`src/rtl/dmpd_pkg.sv`:
```
// dmpd_pkg: shared types and constants of the two-wheel pwm drive
// item structs, register indexes, fixed-point widths, calibration unit state
// no dependencies
package dmpd_pkg;

  localparam int FracBits = 14;
  localparam int DutyW    = 15;
  localparam int SpeedW   = 16;
  localparam int DurW     = 31;
  localparam int CfgIdxW  = 3;
  localparam int CfgDataW = 15;

  // serial multiplier: one multiplier bit per cycle
  localparam int MulN = FracBits + 1;
  localparam int CntW = $clog2(MulN);

  localparam logic [DutyW-1:0] Full = DutyW'(1 << FracBits);

  typedef enum logic {
    OP_DRIVE = 1'b0,
    OP_TICK  = 1'b1
  } op_e;

  typedef enum logic [CfgIdxW-1:0] {
    CFG_USE_CAL    = 3'd0,
    CFG_OFFSET_EN  = 3'd1,
    CFG_LEFT_GAIN  = 3'd2,
    CFG_RIGHT_GAIN = 3'd3,
    CFG_LEFT_OFF   = 3'd4,
    CFG_RIGHT_OFF  = 3'd5
  } cfg_idx_e;

  typedef struct packed {
    op_e                      op;
    logic signed [SpeedW-1:0] left_speed;
    logic signed [SpeedW-1:0] right_speed;
    logic                     left_brake;
    logic                     right_brake;
    logic [DurW-1:0]          duration_us;
    logic                     end_with_brake;
  } in_item_t;

  typedef struct packed {
    logic [DutyW-1:0] left_pin_f_duty;
    logic [DutyW-1:0] left_pin_r_duty;
    logic [DutyW-1:0] right_pin_f_duty;
    logic [DutyW-1:0] right_pin_r_duty;
    logic             timed_active;
    logic             overlap_warning;
  } out_item_t;

  typedef struct packed {
    logic use_cal;
    logic off_en;
  } cal_cfg_t;

  typedef enum logic [1:0] {
    CAL_IDLE,
    CAL_GAIN,
    CAL_OFF,
    CAL_FIN
  } cal_state_e;

  typedef enum logic [1:0] {
    TOP_IDLE,
    TOP_START,
    TOP_CALC,
    TOP_WAIT
  } top_state_e;

endpackage

```
`src/rtl/dmpd_cal.sv`:
```
// dmpd_cal: per-wheel duty calibration with a bit-serial shift-add multiplier
// gain product, then stall-offset map, then clamp to full
// depends on dmpd_pkg
module dmpd_cal (
  input  logic                          clk_i,
  input  logic                          rst_ni,
  input  logic                          start_i,
  input  dmpd_pkg::cal_cfg_t            cfg_i,
  input  logic [dmpd_pkg::DutyW-1:0]    mag_i,
  input  logic [dmpd_pkg::DutyW-1:0]    gain_i,
  input  logic [dmpd_pkg::DutyW-1:0]    off_i,
  output logic                          done_o,
  output logic [dmpd_pkg::DutyW-1:0]    duty_o
);

  localparam int W = dmpd_pkg::DutyW;

  dmpd_pkg::cal_state_e state_q, state_d;

  logic [dmpd_pkg::CntW-1:0] cnt_q;
  logic [W-1:0]              a_q;
  logic [dmpd_pkg::MulN-1:0] b_q;
  logic [W-1:0]              acc_q;
  logic                      lo_q;
  logic [W-1:0]              off_q;
  logic [W-1:0]              mag_q;
  logic                      zero_q;
  logic [W-1:0]              duty_q;
  logic                      done_q;

  logic       last;
  logic [W:0] sum;
  logic [W:0] res;
  logic       ld_start, step_en, ld_off, fin;

  // one shift-add step; {acc, lo} holds the product shifted right by the frac bits
  assign sum  = {1'b0, acc_q} + (b_q[0] ? {1'b0, a_q} : '0);
  assign last = (cnt_q == dmpd_pkg::CntW'(dmpd_pkg::MulN - 1));
  assign res  = (cfg_i.use_cal || cfg_i.off_en) ? ({acc_q, lo_q} + {1'b0, off_q})
                                                : {1'b0, a_q};

  always_comb begin
    state_d = state_q;
    unique case (state_q)
      dmpd_pkg::CAL_IDLE: if (start_i) state_d = dmpd_pkg::CAL_GAIN;
      dmpd_pkg::CAL_GAIN: if (last) state_d = dmpd_pkg::CAL_OFF;
      dmpd_pkg::CAL_OFF:  if (last) state_d = dmpd_pkg::CAL_FIN;
      dmpd_pkg::CAL_FIN:  state_d = dmpd_pkg::CAL_IDLE;
      default:            state_d = dmpd_pkg::CAL_IDLE;
    endcase
  end

  always_comb begin
    ld_start = 1'b0;
    step_en  = 1'b0;
    ld_off   = 1'b0;
    fin      = 1'b0;
    unique case (state_q)
      dmpd_pkg::CAL_IDLE: ld_start = start_i;
      dmpd_pkg::CAL_GAIN: begin
        step_en = 1'b1;
        ld_off  = last;
      end
      dmpd_pkg::CAL_OFF:  step_en = 1'b1;
      dmpd_pkg::CAL_FIN:  fin = 1'b1;
      default:            ;
    endcase
  end

  always_ff @(posedge clk_i or negedge rst_ni) begin
    if (!rst_ni) begin
      state_q <= dmpd_pkg::CAL_IDLE;
      done_q  <= 1'b0;
    end else begin
      state_q <= state_d;
      done_q  <= fin;
    end
  end

  always_ff @(posedge clk_i) begin
    if (ld_start) begin
      a_q    <= gain_i;
      b_q    <= dmpd_pkg::MulN'(mag_i);
      acc_q  <= '0;
      lo_q   <= 1'b0;
      cnt_q  <= '0;
      mag_q  <= mag_i;
      zero_q <= (mag_i == '0);
      off_q  <= (off_i > dmpd_pkg::Full) ? dmpd_pkg::Full : off_i;
    end else if (ld_off) begin
      // gain result sits in sum at the last step
      a_q   <= cfg_i.use_cal ? sum[W-1:0] : mag_q;
      b_q   <= dmpd_pkg::MulN'(dmpd_pkg::Full - off_q);
      acc_q <= '0;
      lo_q  <= 1'b0;
      cnt_q <= '0;
    end else if (step_en) begin
      acc_q <= sum[W:1];
      lo_q  <= sum[0];
      b_q   <= b_q >> 1;
      cnt_q <= cnt_q + 1'b1;
    end
    if (fin) begin
      if (zero_q) begin
        duty_q <= '0;
      end else if (res > {1'b0, dmpd_pkg::Full}) begin
        duty_q <= dmpd_pkg::Full;
      end else begin
        duty_q <= res[W-1:0];
      end
    end
  end

  assign done_o = done_q;
  assign duty_o = duty_q;

endmodule

```
`src/rtl/dual_motor_pwm_drive.sv`:
```
// dual_motor_pwm_drive: two-wheel h-bridge pwm drive with timed actions
// top level: command/tick handling, timer, config registers, output register
// depends on dmpd_pkg and dmpd_cal
//
// usage
// - input channel (in_valid_i / in_ready_o / in_item_i): op drive loads wheel
//   speeds, brake flags and an optional timed duration; op tick counts the
//   microsecond timer down and ends the timed action at zero
// - output channel (out_valid_o / out_ready_i / out_item_o): one item per input
//   item with the four pin duties, timed_active and overlap_warning, all taken
//   from the state after that input item
// - config port (cfg_we_i / cfg_idx_i / cfg_wdata_i): single-cycle writes of
//   calibration enables, gains and stall offsets; write only while idle
// - calculation: the two wheel units each run two bit-serial multiplies (gain,
//   then stall offset) between a start state and a finish state, followed by
//   the done register
// - input: in_ready_o is high only while no item is in calculation, and a new
//   item can be taken while the previous result still waits in the output
//   register
// - receiver stall: a finished result waits inside the calibration units
//   until the output register frees up, and no new item is taken meanwhile
// - reset: config registers go to unity gain, zero offsets, calibration off;
//   speeds, brakes and timer clear; output register empties
module dual_motor_pwm_drive #(
  parameter int TIMER_BITS = 31
) (
  input  logic                               clk_i,
  input  logic                               rst_ni,
  input  logic                               in_valid_i,
  output logic                               in_ready_o,
  input  dmpd_pkg::in_item_t                 in_item_i,
  output logic                               out_valid_o,
  input  logic                               out_ready_i,
  output dmpd_pkg::out_item_t                out_item_o,
  input  logic                               cfg_we_i,
  input  logic [dmpd_pkg::CfgIdxW-1:0]       cfg_idx_i,
  input  logic [dmpd_pkg::CfgDataW-1:0]      cfg_wdata_i
);

  localparam int W    = dmpd_pkg::DutyW;
  localparam int CmpW = (TIMER_BITS > dmpd_pkg::DurW) ? TIMER_BITS : dmpd_pkg::DurW;
  localparam logic [CmpW-1:0] TimerMax = CmpW'((64'd1 << TIMER_BITS) - 64'd1);

  typedef struct packed {
    logic         neg;
    logic [W-1:0] mag;
  } speed_t;

  // clamp a signed speed to +/- full and split into sign and magnitude
  function automatic speed_t clamp_speed(input logic signed [dmpd_pkg::SpeedW-1:0] s);
    logic [dmpd_pkg::SpeedW:0] ext;
    logic [dmpd_pkg::SpeedW:0] absv;
    speed_t                    r;
    ext   = {s[dmpd_pkg::SpeedW-1], s};
    absv  = s[dmpd_pkg::SpeedW-1] ? ('0 - ext) : ext;
    r.neg = s[dmpd_pkg::SpeedW-1];
    r.mag = (absv > (dmpd_pkg::SpeedW+1)'(dmpd_pkg::Full)) ? dmpd_pkg::Full : absv[W-1:0];
    return r;
  endfunction

  // configuration registers
  logic         use_cal_q, off_en_q;
  logic [W-1:0] lgain_q, rgain_q, loff_q, roff_q;

  // drive state
  speed_t                lspd_q, rspd_q;
  logic                  lbrk_q, rbrk_q;
  logic [TIMER_BITS-1:0] rem_q;
  logic                  running_q;
  logic                  bae_q;
  logic                  warn_q;

  // output register
  logic                out_valid_q;
  dmpd_pkg::out_item_t out_q, out_d;

  dmpd_pkg::top_state_e state_q, state_d;

  logic                  accept, slot_free, cal_start, out_load;
  logic                  ldone, rdone;
  logic [W-1:0]          lduty, rduty;
  dmpd_pkg::cal_cfg_t    cal_cfg;
  logic [CmpW-1:0]       dur_ext;
  logic [TIMER_BITS-1:0] dur_sat;
  logic [TIMER_BITS-1:0] rem_dec;

  assign accept    = in_valid_i && in_ready_o;
  assign slot_free = !out_valid_q || out_ready_i;

  assign dur_ext = CmpW'(in_item_i.duration_us);
  assign dur_sat = (dur_ext > TimerMax) ? TimerMax[TIMER_BITS-1:0]
                                        : dur_ext[TIMER_BITS-1:0];
  assign rem_dec = (rem_q != '0) ? (rem_q - 1'b1) : rem_q;

  // config writes
  always_ff @(posedge clk_i or negedge rst_ni) begin
    if (!rst_ni) begin
      use_cal_q <= 1'b0;
      off_en_q  <= 1'b0;
      lgain_q   <= dmpd_pkg::Full;
      rgain_q   <= dmpd_pkg::Full;
      loff_q    <= '0;
      roff_q    <= '0;
    end else if (cfg_we_i) begin
      unique case (cfg_idx_i)
        dmpd_pkg::CFG_USE_CAL:    use_cal_q <= cfg_wdata_i[0];
        dmpd_pkg::CFG_OFFSET_EN:  off_en_q  <= cfg_wdata_i[0];
        dmpd_pkg::CFG_LEFT_GAIN:  lgain_q   <= cfg_wdata_i[W-1:0];
        dmpd_pkg::CFG_RIGHT_GAIN: rgain_q   <= cfg_wdata_i[W-1:0];
        dmpd_pkg::CFG_LEFT_OFF:   loff_q    <= cfg_wdata_i[W-1:0];
        dmpd_pkg::CFG_RIGHT_OFF:  roff_q    <= cfg_wdata_i[W-1:0];
        default:                  ;
      endcase
    end
  end

  // command and tick handling
  always_ff @(posedge clk_i or negedge rst_ni) begin
    if (!rst_ni) begin
      lspd_q    <= '0;
      rspd_q    <= '0;
      lbrk_q    <= 1'b0;
      rbrk_q    <= 1'b0;
      rem_q     <= '0;
      running_q <= 1'b0;
      bae_q     <= 1'b0;
      warn_q    <= 1'b0;
    end else if (accept) begin
      warn_q <= 1'b0;
      if (in_item_i.op == dmpd_pkg::OP_DRIVE) begin
        if (in_item_i.duration_us != '0) begin
          // a timed command on top of a running one restarts the timer
          warn_q    <= running_q;
          running_q <= 1'b1;
          rem_q     <= dur_sat;
          bae_q     <= in_item_i.end_with_brake;
        end
        lbrk_q <= in_item_i.left_brake;
        rbrk_q <= in_item_i.right_brake;
        lspd_q <= in_item_i.left_brake ? '0 : clamp_speed(in_item_i.left_speed);
        rspd_q <= in_item_i.right_brake ? '0 : clamp_speed(in_item_i.right_speed);
      end else if (running_q) begin
        rem_q <= rem_dec;
        if (rem_dec == '0) begin
          // timed action over: stop, or brake both wheels
          lspd_q    <= '0;
          rspd_q    <= '0;
          lbrk_q    <= bae_q;
          rbrk_q    <= bae_q;
          running_q <= 1'b0;
        end
      end
    end
  end

  // sequencer: next state
  always_comb begin
    state_d = state_q;
    unique case (state_q)
      dmpd_pkg::TOP_IDLE:  if (accept) state_d = dmpd_pkg::TOP_START;
      dmpd_pkg::TOP_START: state_d = dmpd_pkg::TOP_CALC;
      dmpd_pkg::TOP_CALC: begin
        if (ldone) state_d = slot_free ? dmpd_pkg::TOP_IDLE : dmpd_pkg::TOP_WAIT;
      end
      dmpd_pkg::TOP_WAIT:  if (slot_free) state_d = dmpd_pkg::TOP_IDLE;
      default:             state_d = dmpd_pkg::TOP_IDLE;
    endcase
  end

  // sequencer: outputs
  always_comb begin
    in_ready_o = 1'b0;
    cal_start  = 1'b0;
    out_load   = 1'b0;
    unique case (state_q)
      dmpd_pkg::TOP_IDLE:  in_ready_o = 1'b1;
      dmpd_pkg::TOP_START: cal_start  = 1'b1;
      dmpd_pkg::TOP_CALC:  out_load   = ldone && slot_free;
      dmpd_pkg::TOP_WAIT:  out_load   = slot_free;
      default:             ;
    endcase
  end

  always_ff @(posedge clk_i or negedge rst_ni) begin
    if (!rst_ni) begin
      state_q     <= dmpd_pkg::TOP_IDLE;
      out_valid_q <= 1'b0;
    end else begin
      state_q <= state_d;
      if (out_load) begin
        out_valid_q <= 1'b1;
      end else if (out_ready_i) begin
        out_valid_q <= 1'b0;
      end
    end
  end

  assign cal_cfg.use_cal = use_cal_q;
  assign cal_cfg.off_en  = off_en_q;

  // both wheels run in lockstep, so the left done marks both
  dmpd_cal u_cal_left (
    .clk_i   (clk_i),
    .rst_ni  (rst_ni),
    .start_i (cal_start),
    .cfg_i   (cal_cfg),
    .mag_i   (lspd_q.mag),
    .gain_i  (lgain_q),
    .off_i   (loff_q),
    .done_o  (ldone),
    .duty_o  (lduty)
  );

  dmpd_cal u_cal_right (
    .clk_i   (clk_i),
    .rst_ni  (rst_ni),
    .start_i (cal_start),
    .cfg_i   (cal_cfg),
    .mag_i   (rspd_q.mag),
    .gain_i  (rgain_q),
    .off_i   (roff_q),
    .done_o  (rdone),
    .duty_o  (rduty)
  );

  // pin mapping: brake drives both pins full, negative speed uses the forward pin
  always_comb begin
    out_d.left_pin_f_duty  = lbrk_q ? dmpd_pkg::Full : (lspd_q.neg ? lduty : '0);
    out_d.left_pin_r_duty  = lbrk_q ? dmpd_pkg::Full : (lspd_q.neg ? '0 : lduty);
    out_d.right_pin_f_duty = rbrk_q ? dmpd_pkg::Full : (rspd_q.neg ? rduty : '0);
    out_d.right_pin_r_duty = rbrk_q ? dmpd_pkg::Full : (rspd_q.neg ? '0 : rduty);
    out_d.timed_active     = running_q;
    out_d.overlap_warning  = warn_q;
  end

  always_ff @(posedge clk_i) begin
    if (out_load) out_q <= out_d;
  end

  assign out_valid_o = out_valid_q;
  assign out_item_o  = out_q;

  // the wheel units never get out of step
  a_cal_lockstep: assert property (@(posedge clk_i) disable iff (!rst_ni)
    ldone == rdone)
    else $error("wheel calibration units out of step");

  // an accepted item blocks further input until its result is loaded
  a_busy_after_accept: assert property (@(posedge clk_i) disable iff (!rst_ni)
    accept |=> !in_ready_o)
    else $error("input taken while a calculation runs");

  // a warning only comes with a running timer
  a_warn_timed: assert property (@(posedge clk_i) disable iff (!rst_ni)
    out_valid_o |-> (!out_item_o.overlap_warning || out_item_o.timed_active))
    else $error("overlap warning without timed action");

  // one pin driven at a time unless both are at full for braking
  a_left_one_pin: assert property (@(posedge clk_i) disable iff (!rst_ni)
    out_valid_o |-> (out_item_o.left_pin_f_duty == '0 || out_item_o.left_pin_r_duty == '0
                     || (out_item_o.left_pin_f_duty == dmpd_pkg::Full
                         && out_item_o.left_pin_r_duty == dmpd_pkg::Full)))
    else $error("left wheel drives both pins");

  a_duty_range: assert property (@(posedge clk_i) disable iff (!rst_ni)
    out_valid_o |-> (out_item_o.left_pin_f_duty <= dmpd_pkg::Full
                     && out_item_o.left_pin_r_duty <= dmpd_pkg::Full
                     && out_item_o.right_pin_f_duty <= dmpd_pkg::Full
                     && out_item_o.right_pin_r_duty <= dmpd_pkg::Full))
    else $error("duty above full scale");

endmodule
```
`config.mk`:
```
export PLATFORM = sky130hd
export DESIGN_NAME = dual_motor_pwm_drive
export DESIGN_NICKNAME = d
export VERILOG_FILES = /design/src/rtl/dmpd_pkg.sv /design/src/rtl/dmpd_cal.sv /design/src/rtl/dual_motor_pwm_drive.sv
export SDC_FILE = /design/constraint.sdc
export NUM_CORES = 1
export LEC_CHECK = 0
export BUFFER_PORTS_ARGS = -buffer_cell sky130_fd_sc_hd__buf_2
export CAP_MARGIN = 40
export CELL_PAD_IN_SITES_DETAIL_PLACEMENT = 1
export CELL_PAD_IN_SITES_GLOBAL_PLACEMENT = 2
export CORE_MARGIN = 5
export CORE_UTILIZATION = 30
export CTS_BUF_LIST = sky130_fd_sc_hd__clkbuf_4
export DETAILED_ROUTE_END_ITERATION = 6
export PLACE_DENSITY_LB_ADDON = 0.1
export SETUP_SLACK_MARGIN = 0.5
export SLEW_MARGIN = 40
export SYNTH_ARGS = -nofsm -noshare
export SYNTH_HDL_FRONTEND = slang
export SYNTH_HIERARCHICAL = 1
export SYNTH_SLANG_ARGS = --single-unit
```
`constraint.sdc`:
```
create_clock -name clk_i -period 7 [get_ports clk_i]
set_input_delay 2.1 -clock clk_i [delete_from_list [all_inputs] [get_ports clk_i]]
set_output_delay 2.1 -clock clk_i [all_outputs]
set_load 0.005 [all_outputs]
```
# [Yosys cells after proc, flatten, opt, wreduce, memory -nomap -nowiden]
# Cells that the tools add are included.
[word_totals] register_bits=392 latchBits=0 ram_bits=0 romBits=0 input_bits=90 word_cells=214 mem_count=0
[classes] addsub=11 n_mul=0 n_div=0 magnitude_cmp=7 n_eq_ne=27 shift=0 n_mux=72 n_bitwise=3 n_reduce_logical=43
[ops] op="$mux 15" count=22
[ops] op="$mux 31" count=5
[ops] op="$mux 16" count=8
[ops] op="$reduce_bool 31->1" count=2
[ops] op="$gt 17x15->1 const B" count=2
[ops] op="$mux 17" count=2
[ops] op="$sub 1x16->17 const A" count=2
[ops] op="$add 15x16->16" count=2
[ops] op="$add 16x15->16" count=2
[ops] op="$gt 16x15->1 const B" count=2
[ops] op="$gt 31x31->1 const B" count=1
[ops] op="$logic_not 31->1" count=1
[ops] op="$sub 31x1->31 const B" count=1
[ops] op="$gt 15x15->1 const B" count=2
[ops] op="$logic_not 15->1" count=2
[ops] op="$sub 15x15->15 const A" count=2
[ops] op="$pmux 2 s4" count=3
[ops] op="$mux 1" count=22
[ops] op="$reduce_or 2->1" count=10
[ops] op="$mux 2" count=9
[ops] op="$reduce_and 3->1" count=6
[ops] op="$ne 2x1->1 const B" count=8
[ops] op="$reduce_and 2->1" count=7
[ops] op="$eq 2x2->1 const B" count=6
[ops] op="16 further kinds" count=34

# [Logic depth before layout (Yosys ltp)]
[logic_depth] ltp_word=6 depth_mapped=14 mapped_depth_nobuf=11

# [By module]
# Netlist, hierarchy kept.
[modules_own_cells] module="dual_motor_pwm_drive" instances=1 cells_per_inst=910 area_per_inst_um2=9781.9 seq_area_each_um2=5192.5
[modules_own_cells] module="dmpd_cal at u_cal_right" instances=1 cells_per_inst=609 area_per_inst_um2=6072.1 seq_area_each_um2=2757.6
[modules_own_cells] module="dmpd_cal at u_cal_left" instances=1 cells_per_inst=593 area_per_inst_um2=5994.5 seq_area_each_um2=2757.6

# [Worst setup path before layout]
# OpenSTA, ideal clock, no wires.
[synth_timing] path_type="input to register" startpoint="input out_ready_i" endpoint="register out_q, in the netlist out_item_o[0], enable pin" setup_time_ns=0.491 arrival_time_ns=5.026 setup_slack_ns=1.483 cell_stages=2 path_cell_list="nand2b_1 > nor2b_1"
[synth_between] elab_chain_len=3
[synth_lines] element="from (decl)" line="dual_motor_pwm_drive.sv:33" rtl="input logic out_ready_i,"
[synth_lines] element="$logic_or 1x1->1 *" line="dual_motor_pwm_drive.sv:88" rtl="assign slot_free = !out_valid_q || out_ready_i;"
[synth_lines] element="$logic_and 1x1->1" line="dual_motor_pwm_drive.sv:178" rtl="dmpd_pkg::TOP_CALC: out_load = ldone && slot_free;"
[synth_lines] element="$pmux 1 s2 *" line="dual_motor_pwm_drive.sv:175" rtl="unique case (state_q)"
[synth_lines] element="net out_load" line="dual_motor_pwm_drive.sv:79" rtl="logic accept, slot_free, cal_start, out_load;"
[synth_lines] element="to (signal assigned)" line="dual_motor_pwm_drive.sv:237" rtl="if (out_load) out_q <= out_d;"
[synth_lines] element="to (decl)" line="dual_motor_pwm_drive.sv:75" rtl="dmpd_pkg::out_item_t out_q, out_d;"
# Mark *: on every way through the listed nets, which the timed path passes. The rest lies on a longest branch.
# A chain may end at the register's enable or synchronous reset.

# [Worst setup path in the final report]
[layout_timing] startpoint="register rem_q[8]" endpoint="register rspd_q[13] in the netlist's numbering"
[layout_between] elab_chain_len=5 elab_cells_between_ends=6 cone_classes="add/sub: 1; eq/ne: 1; mux: 1; reduce/logical: 3"
[layout_lines] element="from (decl)" line="dual_motor_pwm_drive.sv:68" rtl="logic [TIMER_BITS-1:0] rem_q;"
[layout_lines] element="from (signal assigned)" line="dual_motor_pwm_drive.sv:135" rtl="rem_q <= dur_sat;"
[layout_lines] element="from (signal assigned)" line="dual_motor_pwm_drive.sv:143" rtl="rem_q <= rem_dec;"
[layout_lines] element="$sub 31x1->31 / $reduce_bool 31->1 (equally long branches)" line="dual_motor_pwm_drive.sv:93" rtl="assign rem_dec = (rem_q != '0) ? (rem_q - 1'b1) : rem_q;"
[layout_lines] element="$mux 31 *" line="dual_motor_pwm_drive.sv:93"
[layout_lines] element="$logic_not 31->1 *" line="dual_motor_pwm_drive.sv:144" rtl="if (rem_dec == '0) begin"
[layout_lines] element="$ne 2x1->1 (no line) *"
[layout_lines] element="$reduce_and 3->1 (no line) *"
[layout_lines] element="to (signal assigned)" line="dual_motor_pwm_drive.sv:141" rtl="rspd_q <= in_item_i.right_brake ? '0 : clamp_speed(in_item_i.right_speed);"
[layout_lines] element="to (decl)" line="dual_motor_pwm_drive.sv:66" rtl="speed_t lspd_q, rspd_q;"
# Mark *: on every way between the ends. The rest lies on a longest branch, timed or not.

==> out/qor.csv <==
stage;metric;value;unit
critical_path;reg2reg_depth;9;
min_path;worstHoldEndpoint;out_item_o[0];
placement;numPortBuffers;153;
clock_tree;root_buffer;clkbuf_4;
final_layout;nets;2479;
critical_path;r2r-end;rspd_q[13];
clock_tree;post-cts-setup-buffers;0;
drt;wire_per_inst;20.80;µm
sta;clock.fmax;0.2228;GHz
drt;drc;0;
critical_path;rr_startpoint;rem_q[8];
sta;grt_setup_unrepaired;no;
floorplan;die_area;78240;µm²
min_path;min_path_cells;0;
drt;ant_nets;0;
clock_tree;cts.sinks;392;
power;ir_drop;0.2985;mV
drt;firstDrtPassIters;5;
final_layout;final_util;35.17;%
global_routing;antenna_found_initial;18;
logic_synthesis;synth.avg_cell_area;10.34;µm²
drt;route.vias.total;17129;
floorplan;die_x;279.7;µm
global_routing;track_usage;17.49;%
final_layout;drive_gt1_share;20.03;%
clock_tree;clock_path_buffers;3;
logic_synthesis;syn_area;21820;µm²
floorplan;start_util;30.37;%
floorplan;fp-row-count;98;
global_routing;first_global_vias;17781;
logic_synthesis;postSynthCellCount;2111;
clock_tree;ctsResizeCount;0;
floorplan;ioPinCount;154;
drt;viasPerCell;5.096;
global_routing;grt_pass1_wl;107400;µm
critical_path;path_max_fanout;35;
floorplan;design.core.area;71850;µm²
drt;drtIter0Drc;750;
flow_run;cap_violations;0;
global_routing;grt_start_max_net_pins;99;
power;p_per_area;437.7;nW/µm²
sta;finalCritPeriodShare;64.13;%
critical_path;worstPathRequired;7.69;ns
sta;min_period;4.489;ns
critical_path;endpoint_kind;flip-flop;
clock_tree;cts.hold.buffers_added;0;
placement;hpwl;53500;µm
clock_tree;cts_buffers;112;
clock_tree;htree_levels;3;
floorplan;die_h;279.7;µm
drt;wl;69900;µm
critical_path;r2r_slack;2.51;ns
sta;relSlewSlack;37.37;%
logic_synthesis;yosys_warnings;6;
placement;gp_congestion;0.8530;
sta;setup_viol;0;
min_path;min_from;warn_q;
global_routing;grt_overflow;0;
sta;finalClockSkew;0.06097;ns
critical_path;crit_type;flip-flop to flip-flop;
power;power_leakage;9.986;nW
sta;setup_tns;0;ns
critical_path;cp.arrival;5.18;ns
sta;hold_violations;0;
sta;tightest_slew;0.9375;ns
clock_tree;cts_tree;yes;
final_layout;syn_to_final_growth;15.78;%
min_path;hold_class;flip-flop to flip-flop;
sta;slew_viol_final;0;
clock_tree;cts.reportedPaths.clkPinSlew;0.07;ns
status;outcome;finished clean;
clock_tree;insertion_delay;0.84;ns
logic_synthesis;syn-num-nets;2285;
critical_path;startpoint_type;flip-flop;
## worst max-delay path by stage
stage	slack, ns	to	startpoint
global placement	1.28	lspd_q[14]	in_valid_i
floorplan	1.48	out_item_o[0]	out_ready_i
finish	2.51	rspd_q[13]	rem_q[8]
detailed placement	1.55	rspd_q[14]	in_valid_i
CTS	2.14	rspd_q[13]	rem_q[8]
global route	2.23	rspd_q[13]	rem_q[8]
## registers in the layout (all words and copies together) (netlist names), 4 cells and up
signal and cells:
out_item_o 62, u_cal_right/b_q 15, u_cal_right/a_q 15, lgain_q 15, rspd_q 16, u_cal_left/cnt_q 4, u_cal_left/acc_q 15, rem_q 31
roff_q 15, lspd_q 16, rgain_q 15, u_cal_left/b_q 15, u_cal_left/a_q 15, u_cal_right/duty_o 15, u_cal_right/mag_q 15, loff_q 15
u_cal_left/duty_o 15, u_cal_right/cnt_q 4, u_cal_left/off_q 15, u_cal_right/off_q 15, u_cal_left/mag_q 15, u_cal_right/acc_q 15
## critical path: stages (launching register included)
cell and delay, ns:
dfrtp_1 0.50, or4_4 0.63, or4_1 0.77, nor3_1 0.49, xnor2_1 0.17, a41oi_1 0.23
nor4_4 0.35, nand3_4 0.41, and2_4 0.47, o31ai_1 0.31
## layer usage
metal  vias to the layer above  wire length [µm]  track usage [%]
li1                       8278                 -                -
met1                      8380             33730            24.46
met2                       351             30490            26.86
met3                       110              3690            3.917
met4                        10              1928            6.031
met5                         -                63                0
## final cells by class
type                    instances  area [µm²]
diodes                         10       25.02
clock buffers                 160        1201
clock inverters                50       421.7
fillers                      8233       46590
inverters                      52       197.7
multi-input cells            1568       10560
flip-flops and latches        392       10680
well taps                     950        1189
repair buffers                179       994.7
## cell usage in the layout (no fill, tap or decap), types with 66 or more instances in the layout
master and count:
buf_2 152, o21ai_0 109, edfxtp_1 214, mux2i_1 66, clkbuf_4 160, and2_1 93
nand2_1 154, a21oi_1 147, dfrtp_1 135, ha_1 80, nor2_1 187
## metrics by stage
stage          setup WS, ns  hold WS, ns  area, µm²  std cells  total power [mW]
2_1_floorplan         1.483       0.4261      21820       2111             7.250
5_1_grt               2.229       0.5059      25250       3353             11.98
6_report              2.511       0.4751      25270       3361             11.06
3_3_place_gp          1.277       0.4529      23550       3138             8.634
4_1_cts               2.144       0.4749      25200       3350             11.25
3_5_place_dp          1.552       0.4483      23580       3140             8.766
## report_power, final
group | switching [mW] | total (mW) | internal, mW
combinational | 2.66 | 4.48 | 1.82
sequential | 0.712 | 4.19 | 3.47
clock | 1.04 | 2.39 | 1.35
total | 4.41 | 11.1 | 6.65
Note: power is estimated with default switching activity, not from simulation.
